[config.mk]
export PLATFORM = sky130hd
export DESIGN_NAME = cct_isqrt
export DESIGN_NICKNAME = d
export VERILOG_FILES = /design/src/rtl/cct_isqrt.sv
export SDC_FILE = /design/constraint.sdc
export NUM_CORES = 2
export LEC_CHECK = 0
export BUFFER_PORTS_ARGS = -buffer_cell sky130_fd_sc_hd__buf_2
export CAP_MARGIN = 20
export CORE_AREA = 10 10 703 705
export CTS_CLUSTER_SIZE = 24
export DETAILED_ROUTE_END_ITERATION = 10
export DIE_AREA = 0 0 713 715
export GPL_TIMING_DRIVEN = 0
export REMOVE_ABC_BUFFERS = 1
export SLEW_MARGIN = 20
export SYNTH_ARGS = -nofsm -noshare
export SYNTH_HDL_FRONTEND = slang
export SYNTH_MEMORY_MAX_BITS = 65536
export SYNTH_SLANG_ARGS = --single-unit
[constraint.sdc]
create_clock -name clk_i -period 4.2 [get_ports clk_i]
set_input_delay 0.84 -clock clk_i [delete_from_list [all_inputs] [get_ports clk_i]]
set_output_delay 0.84 -clock clk_i [all_outputs]
set_load 0.01 [all_outputs]
[src/rtl/cct_isqrt.sv]
// ----------------------------------------------------------------------------
// cct_isqrt
// Pipelined integer square root, one root bit per stage, rounding down.
// ----------------------------------------------------------------------------
module cct_isqrt #(
  parameter int R_W  = 31,
  parameter int SB_W = 8
) (
  input  logic              clk_i,
  input  logic              rst_ni,
  input  logic              en_i,
  input  logic              valid_i,
  input  logic [2*R_W-1:0]  val_i,
  input  logic [SB_W-1:0]   side_i,
  output logic              valid_o,
  output logic [R_W-1:0]    root_o,
  output logic [SB_W-1:0]   side_o
);

  localparam int V_W  = 2 * R_W;
  localparam int RM_W = R_W + 2;

  logic            valid_q [R_W];
  logic [RM_W-1:0] rem_q   [R_W];
  logic [R_W-1:0]  root_q  [R_W];
  logic [V_W-1:0]  val_q   [R_W];
  logic [SB_W-1:0] side_q  [R_W];

  logic            valid_in [R_W];
  logic [RM_W-1:0] rem_in   [R_W];
  logic [R_W-1:0]  root_in  [R_W];
  logic [V_W-1:0]  val_in   [R_W];
  logic [SB_W-1:0] side_in  [R_W];

  logic [RM_W-1:0] rem_d  [R_W];
  logic [R_W-1:0]  root_d [R_W];

  // Stage inputs.
  always_comb begin
    valid_in[0] = valid_i;
    rem_in[0]   = '0;
    root_in[0]  = '0;
    val_in[0]   = val_i;
    side_in[0]  = side_i;
    for (int s = 1; s < R_W; s++) begin
      valid_in[s] = valid_q[s-1];
      rem_in[s]   = rem_q[s-1];
      root_in[s]  = root_q[s-1];
      val_in[s]   = val_q[s-1];
      side_in[s]  = side_q[s-1];
    end
  end

  // Each stage brings down two bits and tries the next root bit.
  always_comb begin
    logic [RM_W+1:0] rr;
    logic [RM_W+1:0] trial;
    logic            take;
    rr    = '0;
    trial = '0;
    take  = 1'b0;
    for (int s = 0; s < R_W; s++) begin
      rr        = {rem_in[s], val_in[s][V_W-1-2*s -: 2]};
      trial     = (RM_W+2)'({root_in[s], 2'b01});
      take      = rr >= trial;
      rem_d[s]  = take ? RM_W'(rr - trial) : RM_W'(rr);
      root_d[s] = {root_in[s][R_W-2:0], take};
    end
  end

  always_ff @(posedge clk_i or negedge rst_ni) begin
    if (!rst_ni) begin
      for (int s = 0; s < R_W; s++) valid_q[s] <= 1'b0;
    end else if (en_i) begin
      for (int s = 0; s < R_W; s++) valid_q[s] <= valid_in[s];
    end
  end

  always_ff @(posedge clk_i) begin
    if (en_i) begin
      for (int s = 0; s < R_W; s++) begin
        rem_q[s]  <= rem_d[s];
        root_q[s] <= root_d[s];
        val_q[s]  <= val_in[s];
        side_q[s] <= side_in[s];
      end
    end
  end

  assign valid_o = valid_q[R_W-1];
  assign root_o  = root_q[R_W-1];
  assign side_o  = side_q[R_W-1];

endmodule

======== Yosys cells after proc, flatten, opt, wreduce, memory -nomap -nowiden ========
Memory sizes are Yosys's and may differ from the RTL's.
Cells that the tools add are included.
storage, ports and cells
  bits in registers ....................... 31
  latch bits .............................. 0
  bits in writable memories ............... 4154
  ROM bits ................................ 0
  word-level logic and storage cells ...... 130
  memories kept ........................... 4
cells by class
  $add $sub $neg .......................... 31
  multipliers ............................. 0
  divide/modulo/power cells ............... 0
  $lt $le $gt $ge ......................... 31
  equal/unequal tests ..................... 0
  shift operators ......................... 0
  mux-type cells .......................... 33
  bitwise logic cells ..................... 0
  reductions and logical operators ........ 0
memory list
  name    depth  bits a word  read ports  clocked after Yosys merged registers in  wr ports  line  text
  val_q   31     62           30          0                                        31        26    logic [V_W-1:0] val_q [R_W];
  rem_q   31     33           30          0                                        31        24    logic [RM_W-1:0] rem_q [R_W];
  root_q  31     31           31          0                                        31        25    logic [R_W-1:0] root_q [R_W];
  side_q  31     8            31          0                                        31        27    logic [SB_W-1:0] side_q [R_W];
operator list
  cell                                                 number
  >= comparator 35 x 33 -> 1 bit                       30
  2-to-1 mux 33 bit                                    31
  subtractor 33 bit                                    30
  subtractor 2 x 1 -> 3 bit, second input constant     1
  >= comparator 2 x 1 -> 1 bit, second input constant  1
  2-to-1 mux 1 bit                                     2

======== Logic depth before layout (Yosys ltp) ========
An unclocked memory read counts as a cell.
  depth after elaboration ................. 3
  mapped depth ............................ 14

======== Worst setup path after synthesis ========
OpenSTA, ideal clock, no wires.
  path type ............................... flip-flop to flip-flop
  start point ............................. mem rem_q[1][330] (netlist bit)
  end point ............................... mem rem_q[1][364] (netlist bit) (data pin)
  setup time .............................. 0.267 ns
  arrival ................................. 3.125 ns
  slack ................................... 0.808 ns
  stages on the path, launching flop included .. 12
  buffers on the path ..................... 2
  period minus slack after synthesis ...... 3.392 ns
  cell sequence ........................... edfxtp_1 -> ha_1 -> o21a_1 -> o21ai_0 -> a311o_1 -> a21oi_1 -> a31oi_1 -> o31a_1 -> o211ai_1 -> clkbuf_1 -> buf_1 -> a21oi_1
RTL lines
  what             line
  start, declared  24

==> impl_summary.txt <==
----------------------------------------------------
[Status]
  Run status ... complete, no violations

[Logic synthesis]
  Share of flip-flops with an asynchronous set or reset after synthesis ... 1.17%
  Synth Register Bits ... 2647
  Yosys warning total ... 0
  Mapped Avg Cell Area ... 13.3 um^2
  Most area-hungry cell type in the Yosys netlist ... sky130_fd_sc_hd__edfxtp_1
  Number of cells produced by synthesis ... 8957
  Most used DFF post-synth ... sky130_fd_sc_hd__edfxtp_1
  Fraction of post-synthesis cell area in the top cell type by area ... 65.7%
  Leading post-synthesis cells by cell area ... sky130_fd_sc_hd__edfxtp_1, sky130_fd_sc_hd__ha_1, sky130_fd_sc_hd__xnor2_1, sky130_fd_sc_hd__xor2_1, sky130_fd_sc_hd__a21oi_1
  Fraction of the yosys area taken by sequential cells ... 66.3%
  Count of distinct cell types in the synthesized netlist ... 95
  Count of flip-flops with a built-in enable after synthesis ... 2616
  Netlist area before placement ... 0.120 mm^2

[Floorplanning]
  Core footprint ... 0.480 mm^2
  Row count ... 255
  Die width ... 713 um
  Number of top-level pins ... 114
  Starting density of the core ... 24.9%
  Chip height ... 715 um
  Overall die area ... 0.510 mm^2

[Timing]
  Final Hold Vio Count ... 0
  Slew Limit Fails ... 0
  Minimum hold slack ... 135 ps
  Crit path time final ... 4040 ps
  Final setup fails ... 0
  Tightest Pin Transition ... 1120 ps
  Fin crit share ... 96.2%
  Worst slew margin relative to its limit ... 24.5%
  Highest attainable clock frequency ... 248 MHz
  Post-route clock skew ... 94.2 ps
  Setup repair after global routing missed its margin ... no
  PnR worst setup slack ... 161 ps

[GRT]
  Total gr overflow ... 0
  Initial antenna violation count ... 0
  Vias in the first global route ... 68548
  Maximum number of pins on one net before global-route repair ... 150
  Global-route wire length before repair ... 368 mm
  Combined global-route utilization of all metal layers ... 8.73%

[Worst setup path]
  Slack of the worst reg-to-reg path ... 160 ps
  Startpoint of the most critical register-to-register path ... rem_q[1][333]$_DFFE_PP_
  Worst-path cell chain ... ha_1 > o21a_1 > o21ai_0 > a311o_1 > a21oi_2 > a31oi_1 > o31a_1 > o211ai_1 > buf_4 > buf_4 > buf_4 > buf_4 > buf_4 > mux2_2
  Timing startpoint of the critical path ... rem_q[1][333]$_DFFE_PP_
  FF-to-FF End ... rem_q[1][367]$_DFFE_PP_
  Critical path data required time ... 4880 ps
  Largest fanout of any net on the critical path ... 10
  Slowest stage cell on the critical path ... sky130_fd_sc_hd__edfxtp_1
  Data arrival time at the worst-slack endpoint ... 4720 ps
  Worst r2r path cells ... 14
  Critical Path Start Type ... register
  CP dominant cell by count ... sky130_fd_sc_hd__buf_4
  Category of the critical setup timing path ... reg2reg
  Largest stage delay, worst path ... 420 ps
  CP endpoint kind ... register

[Cells and area]
  Total area of multi-input combinational cells ... 0.0373 mm^2
  Share of post-route cells with drive strength above 1 ... 8.97%
  Finished layout cell area ... 0.140 mm^2
  Area growth syn-to-layout ... 16.8%
  Number of filler instances in the final layout ... 48571
  Most frequent standard cell in the layout excluding fill and tap cells ... sky130_fd_sc_hd__edfxtp_1
  Register area ... 0.0793 mm^2
  Diode insertion count for antenna repair ... 0
  Highest-count cells in the layout ignoring fill and taps ... sky130_fd_sc_hd__edfxtp_1, sky130_fd_sc_hd__inv_1, sky130_fd_sc_hd__nand2_1
  Count of placed standard cells in the final layout, fillers left out ... 15999
  Net count reported at finish ... 9925

[Route]
  Via density per instance ... 4.27
  DR WL/cell ... 14.5 um
  Drt initial violations ... 4252
  Antenna violation net count after detailed routing ... 0
  DR pass1 iterations ... 8
  Final wirelength ... 232 mm
  Remaining DRCs ... 0
  Total via count after detailed routing ... 68236

[Placed design]
  Cell Area, Placed ... 0.129 mm^2
  Estimated wirelength of the detail-placed design ... 161 mm
  Quantity of I/O buffers inserted on ports ... 113
  Final weighted congestion in routability-driven placement ... 0.834
  Worst-case setup slack after placement ... -536 ps
  Total placed cells including tap cells ... 15364

[Clock tree]
  Inserted Clock Buffers ... 320
  Number of levels the H-tree was split into ... 5
  CTS tree ... done
  Bufs on Longest Clock Path ... 4
  Clock Latency Late Sink ... 960 ps
  Number of sinks driven by the clock tree ... 2647
  Clock slew seen by the registers of the worst setup and hold paths ... 50 ps
  Buffer type at the clock tree root ... sky130_fd_sc_hd__clkbuf_16

[Hold path]
  Path category of the worst min-delay check ... in2reg
  Origin of the worst min-delay path ... val_i[16]
  Worst Hold End ... val_q[0][16]$_DFFE_PP_
  Hold path depth ... 1

[Pwr]
  Overall Power ... 0.0758 W
  Leakage power ... 51.4 nW
  IR Drop Worst-Case VDD ... 0.346 mV
  Pwr Density ... 543 mW/mm^2

[Job]
  Max capacitance violation total ... 0

----------------------------------------------------
==> metrics by stage <==
step / setup TNS (ps) / util, %
finish: 0 / 29.1
detailed placement: -76210 / 26.8
CTS: 0 / 29.0
global route: 0 / 29.1
floorplan: -117650 / -
global placement: - / 26.5
==> cell families after synthesis <==
group	count (synthesis)	synth area share, %
adders and majority gates	528	5.53
xor gates and xnor gates	757	5.55
and+or+nand+nor	2309	9.63
muxes	136	1.26
AOI/OAI and AO/OA	1724	8.98
buffers and inverters	855	2.71
DFF	2647	66.3
other	1	0.00314
==> layer usage <==
| layer | part of all wire (%) | GRT usage [%] | up-vias |
|---|---|---|---|
| li1 | - | - | 34027 |
| met1 | 40 | 9.69 | 32439 |
| met2 | 51 | 16.1 | 1193 |
| met3 | 4.0 | 1.66 | 577 |
| met4 | 4.9 | 4.02 | 0 |
| met5 | 0 | 0 | - |
==> final cells by class <==
class	instances	area share [%]
clock inverter	192	1.44
inverter	671	1.81
tap	6425	5.76
timing repair buffer	227	1.52
timing repair inverter	1	0.00538
sequential	2647	56.8
multi-input combinational	5455	26.7
clock buffer	381	5.95
==> Yosys cell counts, types with 12 or more instances <==
cell and count:
sky130_fd_sc_hd__or2_2 43, sky130_fd_sc_hd__mux2_2 112, sky130_fd_sc_hd__clkbuf_1 149, sky130_fd_sc_hd__inv_1 666, sky130_fd_sc_hd__or4_1 52, sky130_fd_sc_hd__and2_1 43, sky130_fd_sc_hd__nand2b_1 103, sky130_fd_sc_hd__xor2_1 365
sky130_fd_sc_hd__nand3_1 147, sky130_fd_sc_hd__o31a_1 18, sky130_fd_sc_hd__xnor2_1 392, sky130_fd_sc_hd__o31ai_1 65, sky130_fd_sc_hd__o21bai_1 46, sky130_fd_sc_hd__nand2_1 574, sky130_fd_sc_hd__ha_1 528, sky130_fd_sc_hd__a31oi_1 48
sky130_fd_sc_hd__nor2b_1 84, sky130_fd_sc_hd__o21a_1 98, sky130_fd_sc_hd__nor2_1 558, sky130_fd_sc_hd__a211oi_1 36, sky130_fd_sc_hd__nor4_1 112, sky130_fd_sc_hd__nor3_1 224, sky130_fd_sc_hd__a21oi_1 537, sky130_fd_sc_hd__dfrtp_1 31
sky130_fd_sc_hd__a211o_1 19, sky130_fd_sc_hd__and3_1 60, sky130_fd_sc_hd__mux2i_1 24, sky130_fd_sc_hd__nand3b_1 31, sky130_fd_sc_hd__buf_1 22, sky130_fd_sc_hd__o21ai_0 427, sky130_fd_sc_hd__nand4_1 97, sky130_fd_sc_hd__edfxtp_1 2616
sky130_fd_sc_hd__nor4b_1 19, sky130_fd_sc_hd__a21boi_0 30, sky130_fd_sc_hd__nor3b_1 24, sky130_fd_sc_hd__nand4b_1 13, sky130_fd_sc_hd__o41ai_1 12, sky130_fd_sc_hd__o211ai_1 33, sky130_fd_sc_hd__a21o_1 223, sky130_fd_sc_hd__o2111ai_1 14
sky130_fd_sc_hd__or3_1 90
==> state kept, by name, indices dropped and copies added (netlist names) <==
name / cells
rem_q: 942
side_q: 248
root_q: 496
val_q: 930
valid_in: 30
valid_o: 1
==> repair_timing <==
action,CTS,global route
pin swaps,2,5
cloned,1,0
setup buffers,2,3
hold buffers,56,0
setup endpoints to repair,75,71
endpoints found under the hold margin,86,0
resized for setup,12,16
==> worst max path at each step <==
stage                     slack (ps)  depth (start not counted)                      end
after floorplan                -1570                          9  rem_q[1][452]$_DFFE_PP_
after global placement        -42860                          2  valid_in[0]$_DFFE_PN0P_
after detailed placement        -540                         10  rem_q[1][253]$_DFFE_PP_
after CTS                          4                         10  rem_q[1][193]$_DFFE_PP_
after global routing               9                         10  rem_q[0][251]$_DFFE_PP_
final                            160                         14  rem_q[1][367]$_DFFE_PP_
==> worst max-delay path: cells and delay by family, from the launching register on <==
kind	cells	cell delay (ps)
compound gates	7	1680
buf+inv	5	930
flops	1	420
fa+ha+maj	1	400
mux	1	350
==> report_power, final <==
part | total, W | internal, W | switching [W]
logic | 0.0137 | 0.00581 | 0.00790
clock network | 0.0271 | 0.0158 | 0.0113
registers | 0.0350 | 0.0331 | 0.00190
total | 0.0758 | 0.0548 | 0.0211
Power figures use the tool's default switching activity.
